**src/hw/rtl/u8v_pkg.sv**
```systemverilog
// ----------------------------------------------------------------------------
// u8v_pkg
// Types and constants shared by the UTF-8 stream validator modules.
// ----------------------------------------------------------------------------
`default_nettype none

package u8v_pkg;

   // Rule that applies to the second byte of a multi-byte sequence
   typedef enum logic [2:0] {
      RULE_ANY = 3'd0,
      RULE_E0  = 3'd1,
      RULE_ED  = 3'd2,
      RULE_F0  = 3'd3,
      RULE_F4  = 3'd4
   } rule_type;

   localparam logic [7:0] CONT_MASK  = 8'hC0;
   localparam logic [7:0] CONT_CODE  = 8'h80;
   localparam logic [7:0] LEAD2_LO   = 8'hC2;
   localparam logic [7:0] LEAD2_HI   = 8'hDF;
   localparam logic [7:0] LEAD3_LO   = 8'hE0;
   localparam logic [7:0] LEAD3_HI   = 8'hEF;
   localparam logic [7:0] LEAD4_LO   = 8'hF0;
   localparam logic [7:0] LEAD4_HI   = 8'hF4;
   localparam logic [7:0] BYTE_E0    = 8'hE0;
   localparam logic [7:0] BYTE_ED    = 8'hED;
   localparam logic [7:0] BYTE_F0    = 8'hF0;
   localparam logic [7:0] BYTE_F4    = 8'hF4;
   localparam logic [7:0] BYTE_A0    = 8'hA0;
   localparam logic [7:0] BYTE_9F    = 8'h9F;
   localparam logic [7:0] BYTE_90    = 8'h90;

   localparam int QUEUE_DEPTH = 2;
   localparam int QPTR_WIDTH  = $clog2(QUEUE_DEPTH);
   localparam int QCNT_WIDTH  = $clog2(QUEUE_DEPTH + 1);

   localparam int RESULT_WIDTH = 32;

   // One classified byte, handed from front to back
   typedef struct packed {
      logic       last;        // final byte of the string
      logic [1:0] lead_count;  // continuations a lead byte opens
      logic       bad_lead;    // byte can never start a sequence
      rule_type   rule;        // second-byte rule a lead byte opens
      logic       is_cont;     // 10xxxxxx
      logic       ge_a0;       // byte >= A0
      logic       le_9f;       // byte <= 9F
      logic       ge_90;       // byte >= 90
   } class_type;

endpackage

`default_nettype wire

```
**src/hw/rtl/utf8_stream_validator_top.sv**
```systemverilog
// ----------------------------------------------------------------------------
// utf8_stream_validator_top
// Strict UTF-8 checker for a byte stream, one result per string.
// ----------------------------------------------------------------------------
//
// Channel   Dir  Handshake              Payload
// req       in   req_tvalid/req_tready  req_tdata[7:0] byte, req_tlast final byte
// rsp       out  rsp_tvalid/rsp_tready  rsp_tuser[0] valid flag,
//                                       rsp_tdata[31:0] offset
//
// One byte per cycle while no result stall holds a final byte: the front
// registers a classification, a two-entry queue feeds the back, and the back
// updates sequence state per byte. The result is registered in the back after
// the final byte has passed the front register and the queue.
// Reset is synchronous and clears all control state; no clearing pass.
// A stalled result only blocks final bytes; the bytes before them drain on.
// Offsets count modulo 2^OFFSET_WIDTH; the result carries the low 32 bits.
// ----------------------------------------------------------------------------
`default_nettype none

module utf8_stream_validator_top import u8v_pkg::*; #(
   parameter int OFFSET_WIDTH = 32
) (
   input  wire logic        clock,
   input  wire logic        reset,
   // request channel
   input  wire logic        req_tvalid,
   output logic             req_tready,
   input  wire logic [7:0]  req_tdata,   // [7:0] data_byte
   input  wire logic        req_tlast,   // last_byte
   // response channel
   output logic             rsp_tvalid,
   input  wire logic        rsp_tready,
   output logic [31:0]      rsp_tdata,   // [31:0] invalid_offset
   output logic [0:0]       rsp_tuser    // [0] is_valid
);

   logic      front_valid;
   logic      front_ready;
   class_type front_item;

   logic      q_valid;
   logic      q_pop;
   class_type q_item;

   logic      res_ok;

   // classification stage
   u8v_front u_front (
      .clock     (clock),
      .reset     (reset),
      .in_valid  (req_tvalid),
      .in_ready  (req_tready),
      .in_byte   (req_tdata),
      .in_last   (req_tlast),
      .out_valid (front_valid),
      .out_ready (front_ready),
      .out_item  (front_item)
   );

   // decouples the front from result back-pressure
   u8v_queue u_queue (
      .clock      (clock),
      .reset      (reset),
      .push_valid (front_valid),
      .push_ready (front_ready),
      .push_item  (front_item),
      .pop_valid  (q_valid),
      .pop        (q_pop),
      .pop_item   (q_item)
   );

   // sequence tracking and result register
   u8v_back #(
      .OFFSET_WIDTH (OFFSET_WIDTH)
   ) u_back (
      .clock      (clock),
      .reset      (reset),
      .in_valid   (q_valid),
      .in_pop     (q_pop),
      .in_item    (q_item),
      .out_valid  (rsp_tvalid),
      .out_ready  (rsp_tready),
      .out_ok     (res_ok),
      .out_offset (rsp_tdata)
   );

   assign rsp_tuser = res_ok;

endmodule

`default_nettype wire

```
**src/hw/rtl/u8v_front.sv**
```systemverilog
// ----------------------------------------------------------------------------
// u8v_front
// Accepts bytes and registers their classification for the back end.
// ----------------------------------------------------------------------------
`default_nettype none

module u8v_front import u8v_pkg::*; (
   input  wire logic       clock,
   input  wire logic       reset,
   input  wire logic       in_valid,
   output logic            in_ready,
   input  wire logic [7:0] in_byte,
   input  wire logic       in_last,
   output logic            out_valid,
   input  wire logic       out_ready,
   output class_type       out_item
);

   logic      valid_ff, valid_in;
   class_type item_ff, item_in;

   always_comb begin
      logic [7:0] b;
      b = in_byte;
      item_in            = '0;
      item_in.last       = in_last;
      item_in.rule       = RULE_ANY;
      item_in.is_cont    = (b & CONT_MASK) == CONT_CODE;
      item_in.ge_a0      = b >= BYTE_A0;
      item_in.le_9f      = b <= BYTE_9F;
      item_in.ge_90      = b >= BYTE_90;
      if (b < CONT_CODE) begin
         item_in.lead_count = 2'd0;
      end else if (b >= LEAD2_LO && b <= LEAD2_HI) begin
         item_in.lead_count = 2'd1;
      end else if (b >= LEAD3_LO && b <= LEAD3_HI) begin
         item_in.lead_count = 2'd2;
         if (b == BYTE_E0) item_in.rule = RULE_E0;
         else if (b == BYTE_ED) item_in.rule = RULE_ED;
      end else if (b >= LEAD4_LO && b <= LEAD4_HI) begin
         item_in.lead_count = 2'd3;
         if (b == BYTE_F0) item_in.rule = RULE_F0;
         else if (b == BYTE_F4) item_in.rule = RULE_F4;
      end else begin
         item_in.bad_lead = 1'b1;
      end
   end

   assign in_ready  = !valid_ff || out_ready;
   assign valid_in  = in_ready ? in_valid : valid_ff;
   assign out_valid = valid_ff;
   assign out_item  = item_ff;

   always_ff @(posedge clock) begin
      if (reset) begin
         valid_ff <= 1'b0;
      end else begin
         valid_ff <= valid_in;
      end
   end

   always_ff @(posedge clock) begin
      if (in_ready && in_valid) begin
         item_ff <= item_in;
      end
   end

endmodule

`default_nettype wire

```
**src/hw/rtl/u8v_queue.sv**
```systemverilog
// ----------------------------------------------------------------------------
// u8v_queue
// Short FIFO of classified bytes between front and back.
// ----------------------------------------------------------------------------
`default_nettype none

module u8v_queue import u8v_pkg::*; (
   input  wire logic      clock,
   input  wire logic      reset,
   input  wire logic      push_valid,
   output logic           push_ready,
   input  wire class_type push_item,
   output logic           pop_valid,
   input  wire logic      pop,
   output class_type      pop_item
);

   class_type               entries_ff [QUEUE_DEPTH];
   logic [QPTR_WIDTH-1:0]   wr_ptr_ff, wr_ptr_in;
   logic [QPTR_WIDTH-1:0]   rd_ptr_ff, rd_ptr_in;
   logic [QCNT_WIDTH-1:0]   count_ff, count_in;
   logic                    push;

   localparam logic [QCNT_WIDTH-1:0] DEPTH_CNT  = QCNT_WIDTH'(QUEUE_DEPTH);
   localparam logic [QPTR_WIDTH-1:0] LAST_SLOT  = QPTR_WIDTH'(QUEUE_DEPTH - 1);

   assign push_ready = count_ff != DEPTH_CNT;
   assign push       = push_valid && push_ready;
   assign pop_valid  = count_ff != '0;
   assign pop_item   = entries_ff[rd_ptr_ff];

   always_comb begin
      wr_ptr_in = wr_ptr_ff;
      rd_ptr_in = rd_ptr_ff;
      count_in  = count_ff;
      if (push) begin
         wr_ptr_in = (wr_ptr_ff == LAST_SLOT) ? '0 : wr_ptr_ff + 1'b1;
      end
      if (pop) begin
         rd_ptr_in = (rd_ptr_ff == LAST_SLOT) ? '0 : rd_ptr_ff + 1'b1;
      end
      if (push && !pop) count_in = count_ff + 1'b1;
      else if (pop && !push) count_in = count_ff - 1'b1;
   end

   always_ff @(posedge clock) begin
      if (reset) begin
         wr_ptr_ff <= '0;
         rd_ptr_ff <= '0;
         count_ff  <= '0;
      end else begin
         wr_ptr_ff <= wr_ptr_in;
         rd_ptr_ff <= rd_ptr_in;
         count_ff  <= count_in;
      end
   end

   always_ff @(posedge clock) begin
      if (push) begin
         entries_ff[wr_ptr_ff] <= push_item;
      end
   end

   a_count_bound: assert property (@(posedge clock) disable iff (reset)
      count_ff <= DEPTH_CNT)
      else $error("queue count beyond depth");

   a_pop_nonempty: assert property (@(posedge clock) disable iff (reset)
      pop |-> count_ff != '0)
      else $error("pop from empty queue");

endmodule

`default_nettype wire

```
**src/hw/rtl/u8v_back.sv**
```systemverilog
// ----------------------------------------------------------------------------
// u8v_back
// Sequence tracking, offsets, and the registered result.
// ----------------------------------------------------------------------------
`default_nettype none

module u8v_back import u8v_pkg::*; #(
   parameter int OFFSET_WIDTH = 32
) (
   input  wire logic        clock,
   input  wire logic        reset,
   input  wire logic        in_valid,
   output logic             in_pop,
   input  wire class_type   in_item,
   output logic             out_valid,
   input  wire logic        out_ready,
   output logic             out_ok,
   output logic [RESULT_WIDTH-1:0] out_offset
);

   logic [1:0]              pend_ff, pend_in;
   rule_type                rule_ff, rule_in;
   logic                    await_ff, await_in;
   logic [OFFSET_WIDTH-1:0] pos_ff, pos_in;
   logic [OFFSET_WIDTH-1:0] start_ff, start_in;
   logic                    err_ff, err_in;
   logic [OFFSET_WIDTH-1:0] errpos_ff, errpos_in;

   logic                    rsp_valid_ff, rsp_valid_in;
   logic                    rsp_ok_ff;
   logic [RESULT_WIDTH-1:0] rsp_ofs_ff;

   logic                    out_free;
   logic                    sec_ok;
   logic                    res_ok;
   logic [OFFSET_WIDTH-1:0] res_ofs;

   assign out_free = !rsp_valid_ff || out_ready;
   // non-final bytes never wait on the result register
   assign in_pop   = in_valid && (!in_item.last || out_free);

   always_comb begin
      case (rule_ff)
         RULE_E0: sec_ok = in_item.ge_a0;
         RULE_ED: sec_ok = in_item.le_9f;
         RULE_F0: sec_ok = in_item.ge_90;
         RULE_F4: sec_ok = !in_item.ge_90;
         default: sec_ok = 1'b1;
      endcase
   end

   always_comb begin
      logic trunc;
      pend_in   = pend_ff;
      rule_in   = rule_ff;
      await_in  = await_ff;
      pos_in    = pos_ff;
      start_in  = start_ff;
      err_in    = err_ff;
      errpos_in = errpos_ff;
      trunc     = 1'b0;
      res_ok    = 1'b0;
      res_ofs   = '0;
      if (in_pop) begin
         if (!err_ff) begin
            if (pend_ff == 2'd0) begin
               start_in = pos_ff;
               rule_in  = in_item.rule;
               pend_in  = in_item.lead_count;
               await_in = in_item.lead_count != 2'd0;
               if (in_item.bad_lead) begin
                  err_in    = 1'b1;
                  errpos_in = pos_ff;
               end
            end else if (!(in_item.is_cont && (!await_ff || sec_ok))) begin
               // bad continuation: report the sequence start
               err_in    = 1'b1;
               errpos_in = start_ff;
            end else begin
               pend_in  = pend_ff - 2'd1;
               await_in = 1'b0;
            end
         end
         pos_in = pos_ff + 1'b1;
         if (in_item.last) begin
            trunc   = !err_in && pend_in != 2'd0;
            res_ok  = !err_in && !trunc;
            res_ofs = err_in ? errpos_in : (trunc ? start_in : pos_in);
            pend_in   = 2'd0;
            rule_in   = RULE_ANY;
            await_in  = 1'b0;
            pos_in    = '0;
            start_in  = '0;
            err_in    = 1'b0;
            errpos_in = '0;
         end
      end
   end

   assign rsp_valid_in = (in_pop && in_item.last) ? 1'b1 :
                         (out_ready ? 1'b0 : rsp_valid_ff);

   always_ff @(posedge clock) begin
      if (reset) begin
         pend_ff      <= 2'd0;
         rule_ff      <= RULE_ANY;
         await_ff     <= 1'b0;
         pos_ff       <= '0;
         start_ff     <= '0;
         err_ff       <= 1'b0;
         errpos_ff    <= '0;
         rsp_valid_ff <= 1'b0;
      end else begin
         pend_ff      <= pend_in;
         rule_ff      <= rule_in;
         await_ff     <= await_in;
         pos_ff       <= pos_in;
         start_ff     <= start_in;
         err_ff       <= err_in;
         errpos_ff    <= errpos_in;
         rsp_valid_ff <= rsp_valid_in;
      end
   end

   always_ff @(posedge clock) begin
      if (in_pop && in_item.last) begin
         rsp_ok_ff  <= res_ok;
         rsp_ofs_ff <= RESULT_WIDTH'(res_ofs);
      end
   end

   assign out_valid  = rsp_valid_ff;
   assign out_ok     = rsp_ok_ff;
   assign out_offset = rsp_ofs_ff;

   a_await_needs_pend: assert property (@(posedge clock) disable iff (reset)
      await_ff |-> pend_ff != 2'd0)
      else $error("second-byte check armed with no pending continuation");

   a_clear_after_last: assert property (@(posedge clock) disable iff (reset)
      (in_pop && in_item.last) |=> (pos_ff == '0 && !err_ff && pend_ff == 2'd0))
      else $error("state not cleared after final byte");

endmodule

`default_nettype wire
```
**config.mk**
```make
export PLATFORM = sky130hd
export DESIGN_NAME = utf8_stream_validator_top
export DESIGN_NICKNAME = d
export VERILOG_FILES = /design/src/hw/rtl/u8v_pkg.sv /design/src/hw/rtl/utf8_stream_validator_top.sv /design/src/hw/rtl/u8v_front.sv /design/src/hw/rtl/u8v_queue.sv /design/src/hw/rtl/u8v_back.sv
export SDC_FILE = /design/constraint.sdc
export NUM_CORES = 1
export LEC_CHECK = 0
export ABC_CLOCK_PERIOD_IN_PS = 3500
export BUFFER_PORTS_ARGS = -buffer_cell sky130_fd_sc_hd__buf_2
export CORE_ASPECT_RATIO = 0.5
export CORE_MARGIN = 2
export CORE_UTILIZATION = 40
export CTS_CLUSTER_DIAMETER = 80
export DETAILED_ROUTE_END_ITERATION = 7
export MAX_ROUTING_LAYER = met4
export PLACE_DENSITY = 0.65
export SETUP_SLACK_MARGIN = 0.3
export SYNTH_ARGS = -nofsm -noshare
export SYNTH_HDL_FRONTEND = slang
export SYNTH_SLANG_ARGS = --single-unit
```
**constraint.sdc**
```tcl
create_clock -name clock -period 3.5 [get_ports clock]
set_input_delay 0.875 -clock clock [delete_from_list [all_inputs] [get_ports clock]]
set_output_delay 0.875 -clock clock [all_outputs]
set_load 0.03 [all_outputs]
```
==> out/results.ini, run 1 <==
[synth]
ys_async_sr_fraction_pct=0
synth.distinct_cells=70
synth_top_cell_by_area=dfxtp_1
synth.most_common_cell=nor2_1
syn-instance-count=1133
syn-num-nets=1149
synth_top_area_share_pct=23.53
synth_area_mm2=0.009360
syn_area_per_cell_um2=8.261
synth_commonest_cells=160 x nor2_1, 154 x nand2_1, 127 x a21oi_1
synth_seq_cells=176
synth-edff-count=66
ys_warn_count=0
synth_seq_area_share_pct=44.70
ys.flop_type=dfxtp_1
synth_area_leaders=dfxtp_1 24%, edfxtp_1 21%, a21oi_1 6.8%, nor2_1 6.4%, nand2_1 6.2%

[routing]
drt_iter0_markers=1035
drtPass1Iterations=5
drt-vias-per-instance=6.142
post_drt_wl_per_cell_um=20.38
drc_errors=0
vias=8992
antenna_left=0
wl_mm=29.83

[sta]
finalSetupViolCount=0
max_freq_mhz=329.7
final.setup.tns_ns=0
final_hold_viol_count=0
timing.final.crit_share_pct=86.65
worst_pin_slew_ns=0.8768
relSlewSlack_pct=41.33
drv_slew=0
rsz0062_at_grt=false
period_needed_ns=3.033
fin_skew_ns=0.009140

[setup_path]
worstSetupEndpointType=flop
crit_arrival_ns=3.21
path_class=reg2reg
cp_top_family=compound AO/OA/AOI/OAI gates
crit_buf_inv=2
crit_required_ns=3.67
reg2reg_depth=8
cp_slowest_stage_delay_ns=0.60
path_depth=8
worstPathCellList=buf_4 > mux2i_1 > a311oi_4 > a311oi_4 > o21ai_0 > buf_4 > o311ai_0 > a21oi_1
startpoint_type=flop
critPathMaxFanout=10
cp_slowest_cell=a311oi_4

[clock_tree]
insertion_delay_ns=0.44
h-tree-depth=4
cts_tree=built
clock-sinks=176
cts-buffers-inserted=17
clk_pin_slew_ns=0.07
clock_path_buffers=2
cts_root_buf=clkbuf_16

[placed_design]
dp_hpwl_mm=18.99
numPortBuffers=47
place.gp.congestion=0.9238

[floorplanning]
io_pins=48
core_area_mm2=0.02289
initial_core_util_pct=40.90
die_y_um=112.2
num_rows=39
die_x_um=220.3
die_area_mm2=0.02472

[global_routing]
grt_pass1_vias=8352
grt_use_total_pct=24.90
grt_antenna_before_repair=0
grt_pass1_wl_mm=46.37
grt.overflow.total=0
grt_max_degree=55

[status]
status=complete, no violations

[hold_path]
whs_path_depth=0
hold_class=reg2reg

[final_layout]
post_route_cells_drive_above_1_share_pct=13.40
utilization_pct=45.98
final_nets=1160
syn_to_final_growth_pct=12.42
n_antenna_cell=0

[power_and_ir_drop]
power_density_mw_per_mm2=738.2
power_leakage_nw=3.452
vdd_drop_max_v=0.0003273

[job]
drv_cap=0

[cells by family (layout without fill, tap and decap cells)]
family	Yosys count	after routing	synth area share [%]
DFF	176	176	44.70
and+or+nand+nor	439	439	20.48
AOI/OAI and AO/OA	367	367	26.07
muxes	18	18	2.112
xor gates and xnor gates	9	9	0.8421
adders and majority gates	3	3	0.4011
buffers and inverters	121	145	5.400
[worst reg2reg max path: stages, from the launching register on]
cell and delay, ns:
dfxtp_1 0.51, buf_4 0.27, mux2i_1 0.45, a311oi_4 0.14, a311oi_4 0.60, o21ai_0 0.14
buf_4 0.18, o311ai_0 0.41, a21oi_1 0.07
[area by class of cell]
class,count,area [um^2]
fill,2212,12360
multi-input combinational,836,4736
sequential,176,4184
timing repair buffer,94,594.3
clock buffer,22,465.4
tap,307,384.1
clock inverter,10,87.58
inverter,19,71.32
[path summary, 6_finish.rpt]
kind	endpoint	slack (ns)	from
worst min-delay path	u_queue.entries_ff[0][10]$_DFFE_PP_	0.45	u_front.out_item[10]$_DFFE_PP_
worst min register to register	u_queue.entries_ff[0][10]$_DFFE_PP_	0.45	u_front.out_item[10]$_DFFE_PP_
worst max-delay path	u_back.out_offset[3]$_SDFFCE_PN0P_	0.47	flop
worst max register to register	u_back.out_offset[3]$_SDFFCE_PN0P_	0.47	flop
[layout by cell type (no fill, tap or decap), drive strengths merged, types with 5 or more instances in the layout]
cell type,n
xnor2,5
a21oi,129
inv,19
buf,94
a221oi,5
nor2b,6
clkbuf,22
o2bb2ai,18
a21o,7
and3,10
mux2i,10
mux2,8
a31oi,29
a22oi,65
nor2,161
dfxtp,110
nand3,26
nor3,36
or3,13
nor4,8
edfxtp,66
nand4,6
nand2,155
o221ai,24
o21ai,44
clkinv,7
o21a,5
and2,5
[power by group]
part           total, mW  internal (mW)  leakage (nW)  switching (mW)
clock               1.85           1.02         0.269           0.829
sequential          2.47           2.35          1.52           0.120
combinational       3.45          0.864          1.67            2.58
total               7.77           4.23          3.45            3.53
[sequential cells by signal, summed over array words and instances, names as in the netlist, named ones only]
signal,cells
u_front.out_valid,1
u_queue.count_ff,2
u_back.errpos_ff,32
u_back.pend_ff,2
u_back.out_valid,1
u_front.out_item,11
u_queue.rd_ptr_ff,1
u_back.err_ff,1
u_back.out_offset,32
u_back.rule_ff,3
u_back.out_ok,1
u_back.pos_ff,32
u_queue.wr_ptr_ff,1
u_back.await_ff,1
u_back.start_ff,32
u_queue.entries_ff,22
[layer usage]
metal / part of all wire, % / track usage, %
met1: 44 / 34.53
met4: 2.5 / 9.351
met2: 44 / 36.15
met3: 9.1 / 4.472
met5: 0 / -
[metrics by stage]
stage	instances	power (mW)	hold WS, ns	instance area, um^2	worst slack, ns
floorplan	1133	4.617	0.4215	9360	0.4289
global placement	1428	5.762	0.4256	9918	0.3936
detailed placement	1428	5.810	0.4374	9918	0.3414
CTS	1460	7.653	0.4527	10470	0.3064
global route	1464	8.082	0.4679	10520	0.3429
finish	1464	7.767	0.4491	10520	0.4672
[timing repair]
action                     4_1_cts  5_1_grt
hold buffers                     0        0
setup endpoints to repair        0       25
resized for setup                0        5
buffers inserted                 0        4
Note: power is estimated with default switching activity, not from simulation.
==> run 2: changes to the inputs <==
--- a/config.mk
+++ b/config.mk
@@ -9,11 +9,11 @@
 export BUFFER_PORTS_ARGS = -buffer_cell sky130_fd_sc_hd__buf_2
 export CORE_ASPECT_RATIO = 0.5
 export CORE_MARGIN = 2
-export CORE_UTILIZATION = 40
+export CORE_UTILIZATION = 42
 export CTS_CLUSTER_DIAMETER = 80
 export DETAILED_ROUTE_END_ITERATION = 7
 export MAX_ROUTING_LAYER = met4
-export PLACE_DENSITY = 0.65
+export PLACE_DENSITY = 0.67
 export SETUP_SLACK_MARGIN = 0.3
 export SYNTH_ARGS = -nofsm -noshare
 export SYNTH_HDL_FRONTEND = slang
==> run 2 against run 1 <==
Effect of this change:
- via count shrank 0.95%
- utilization grew 2.7 points
- hold slack lost 0.00073 ns
- die area shrank 4.6%
- sequential cell count is the same
- sequential share of layout area shrank 0.31 points
- count of clock-buffer cells in the layout grew 2
- first-iteration DRC count shrank 17%
- cell count shrank 0.61%
- non-clock buffer count shrank 3
- largest cell class unchanged
- largest power group unchanged
==> out/results.ini, run 2 (synthesized netlist as in run 1, its figures left out) <==
[setup_path]
startpoint_type=flop
crit_arrival_ns=3.28
cp_slowest_stage_delay_ns=0.45
worstPathCellList=ha_1 > nand3_1 > nor3_1 > buf_4 > nand3_1 > or3_1 > a221oi_1 > a221oi_1 > a21oi_1
worstSetupEndpointType=flop
critPathMaxFanout=9
path_class=reg2reg
rr_endpoint=u_back.out_offset[16]$_SDFFCE_PN0P_
reg2reg_depth=9
cp_slowest_cell=or3_1
reg2reg_slack_ns=0.51
crit_required_ns=3.78
rr_startpoint=u_back.pos_ff[1]$_SDFFE_PP0P_

[floorplanning]
num_rows=38
die_y_um=109.6
io_pins=48
die_x_um=215.1
die_area_mm2=0.02357
initial_core_util_pct=42.98
core_area_mm2=0.02178

[routing]
vias=8907
drt-vias-per-instance=6.122
drtPass1Iterations=5
post_drt_wl_per_cell_um=20.32
drc_errors=0
antenna_left=0
drt_iter0_markers=863
wl_mm=29.56

[clock_tree]
h-tree-depth=4
cts-buffers-inserted=17
clk_pin_slew_ns=0.07
insertion_delay_ns=0.45
cts_root_buf=clkbuf_16
clock-sinks=176
clock_path_buffers=2
cts_tree=built

[placed_design]
dp_hpwl_mm=19.51
dp.cells=1419
numPortBuffers=47
place.gp.congestion=0.9029

[global_routing]
grt_antenna_before_repair=1
grt_pass1_vias=8468
grt_max_degree=66
grt_use_total_pct=26.27
grt_pass1_wl_mm=46.60
grt.overflow.total=0

[sta]
worst_pin_slew_ns=0.9175
period_needed_ns=2.993
finalSetupViolCount=0
max_freq_mhz=334.2
timing.final.crit_share_pct=85.50
drv_slew=0
relSlewSlack_pct=38.61
final.setup.tns_ns=0
final_hold_viol_count=0
rsz0062_at_grt=false
fin_skew_ns=0.01139
whs_ns=0.4483

[final_layout]
final_common_cell=nor2_1
final_nets=1157
post_route_cells_drive_above_1_share_pct=13.26
multi_input_area_mm2=0.004733
utilization_pct=48.71
final_cell_mix=159 x nor2_1, 153 x nand2_1, 127 x a21oi_1
register_area_mm2=0.004184
n_fill_cell=2118
syn_to_final_growth_pct=13.31
instances_no_fill=1455

[job]
drv_cap=0

[power_and_ir_drop]
power_density_mw_per_mm2=753.7
power_leakage_nw=3.497
vdd_drop_max_v=0.0004009

[hold_path]
holdCritStartpoint=u_front.out_item[9]$_SDFFCE_PP0P_
whs_path_depth=0
hold_end=u_queue.entries_ff[0][9]$_DFFE_PP_
hold_class=reg2reg

[status]
status=complete, no violations

[run 2: cell types whose count changed in the layout (fill, tap and decap cells not counted), moves of 2 or more]
cell / previous run / this run
bufinv_16: 1 / 3
clkinv_2: 5 / 3
clkbuf_1: 4 / 2
clkbuf_8: 0 / 3
clkinvlp_4: 2 / 0
buf_4: 47 / 43
buf_12: 0 / 2
[run 2: worst max path at each step]
stage / from / to / slack, ns / depth (start not counted)
floorplan: rsp_tready / u_back.out_offset[10]$_SDFFCE_PN0P_ / 0.43 / 7
global placement: flop / u_back.out_offset[30]$_SDFFCE_PN0P_ / 0.49 / 8
detailed placement: flop / u_back.out_offset[17]$_SDFFCE_PN0P_ / 0.38 / 7
CTS: flop / u_back.out_offset[17]$_SDFFCE_PN0P_ / 0.37 / 7
global route: u_back.pos_ff[1]$_SDFFE_PP0P_ / u_back.out_offset[16]$_SDFFCE_PN0P_ / 0.32 / 9
finish: u_back.pos_ff[1]$_SDFFE_PP0P_ / u_back.out_offset[16]$_SDFFCE_PN0P_ / 0.51 / 9
[run 2: stage by stage]
step	total power, mW	setup WS (ns)	area [um^2]
after global routing	8.315	0.3156	10610
after CTS	7.903	0.3730	10570
after global placement	5.762	0.4918	9920
after floorplan	4.617	0.4289	9360
after detailed placement	5.799	0.3830	9920
final	7.994	0.5074	10610
[run 2: timing repair]
item | in CTS | in global routing
buffers inserted | 0 | 3
gates resized for setup | 0 | 4
hold buffers | 0 | 0
endpoints found under the setup margin | 0 | 26
[run 2: routing by layer]
| metal | GRT usage [%] | wire, um |
|---|---|---|
| met5 | - | 0 |
| met4 | 10.49 | 674 |
| met3 | 5.228 | 2323 |
| met2 | 40.51 | 13160 |
| met1 | 34.30 | 13400 |
[run 2: final cells by class]
class	count	area share (%)
well taps	300	3.539
repair buffers	91	5.592
clock buffers	24	4.943
flip-flops and latches	176	39.45
multi-input cells	836	44.63
inverters	19	0.6724
diodes	1	0.02359
clock inverters	8	1.156
[run 2: critical path: cells and delay by family, from the launching register on]
kind	cells	cell delay [ns]
compound gates	3	0.63
fa+ha+maj	1	0.36
buf+inv	1	0.16
flops	1	0.43
simple gates	4	1.25
[run 2: power by group]
| group | switching, mW | total [mW] | internal, mW | leakage, nW |
|---|---|---|---|---|
| clock | 0.838 | 2.10 | 1.27 | 0.320 |
| combinational | 2.56 | 3.42 | 0.854 | 1.66 |
| sequential | 0.122 | 2.47 | 2.35 | 1.52 |
| total | 3.52 | 7.99 | 4.47 | 3.50 |
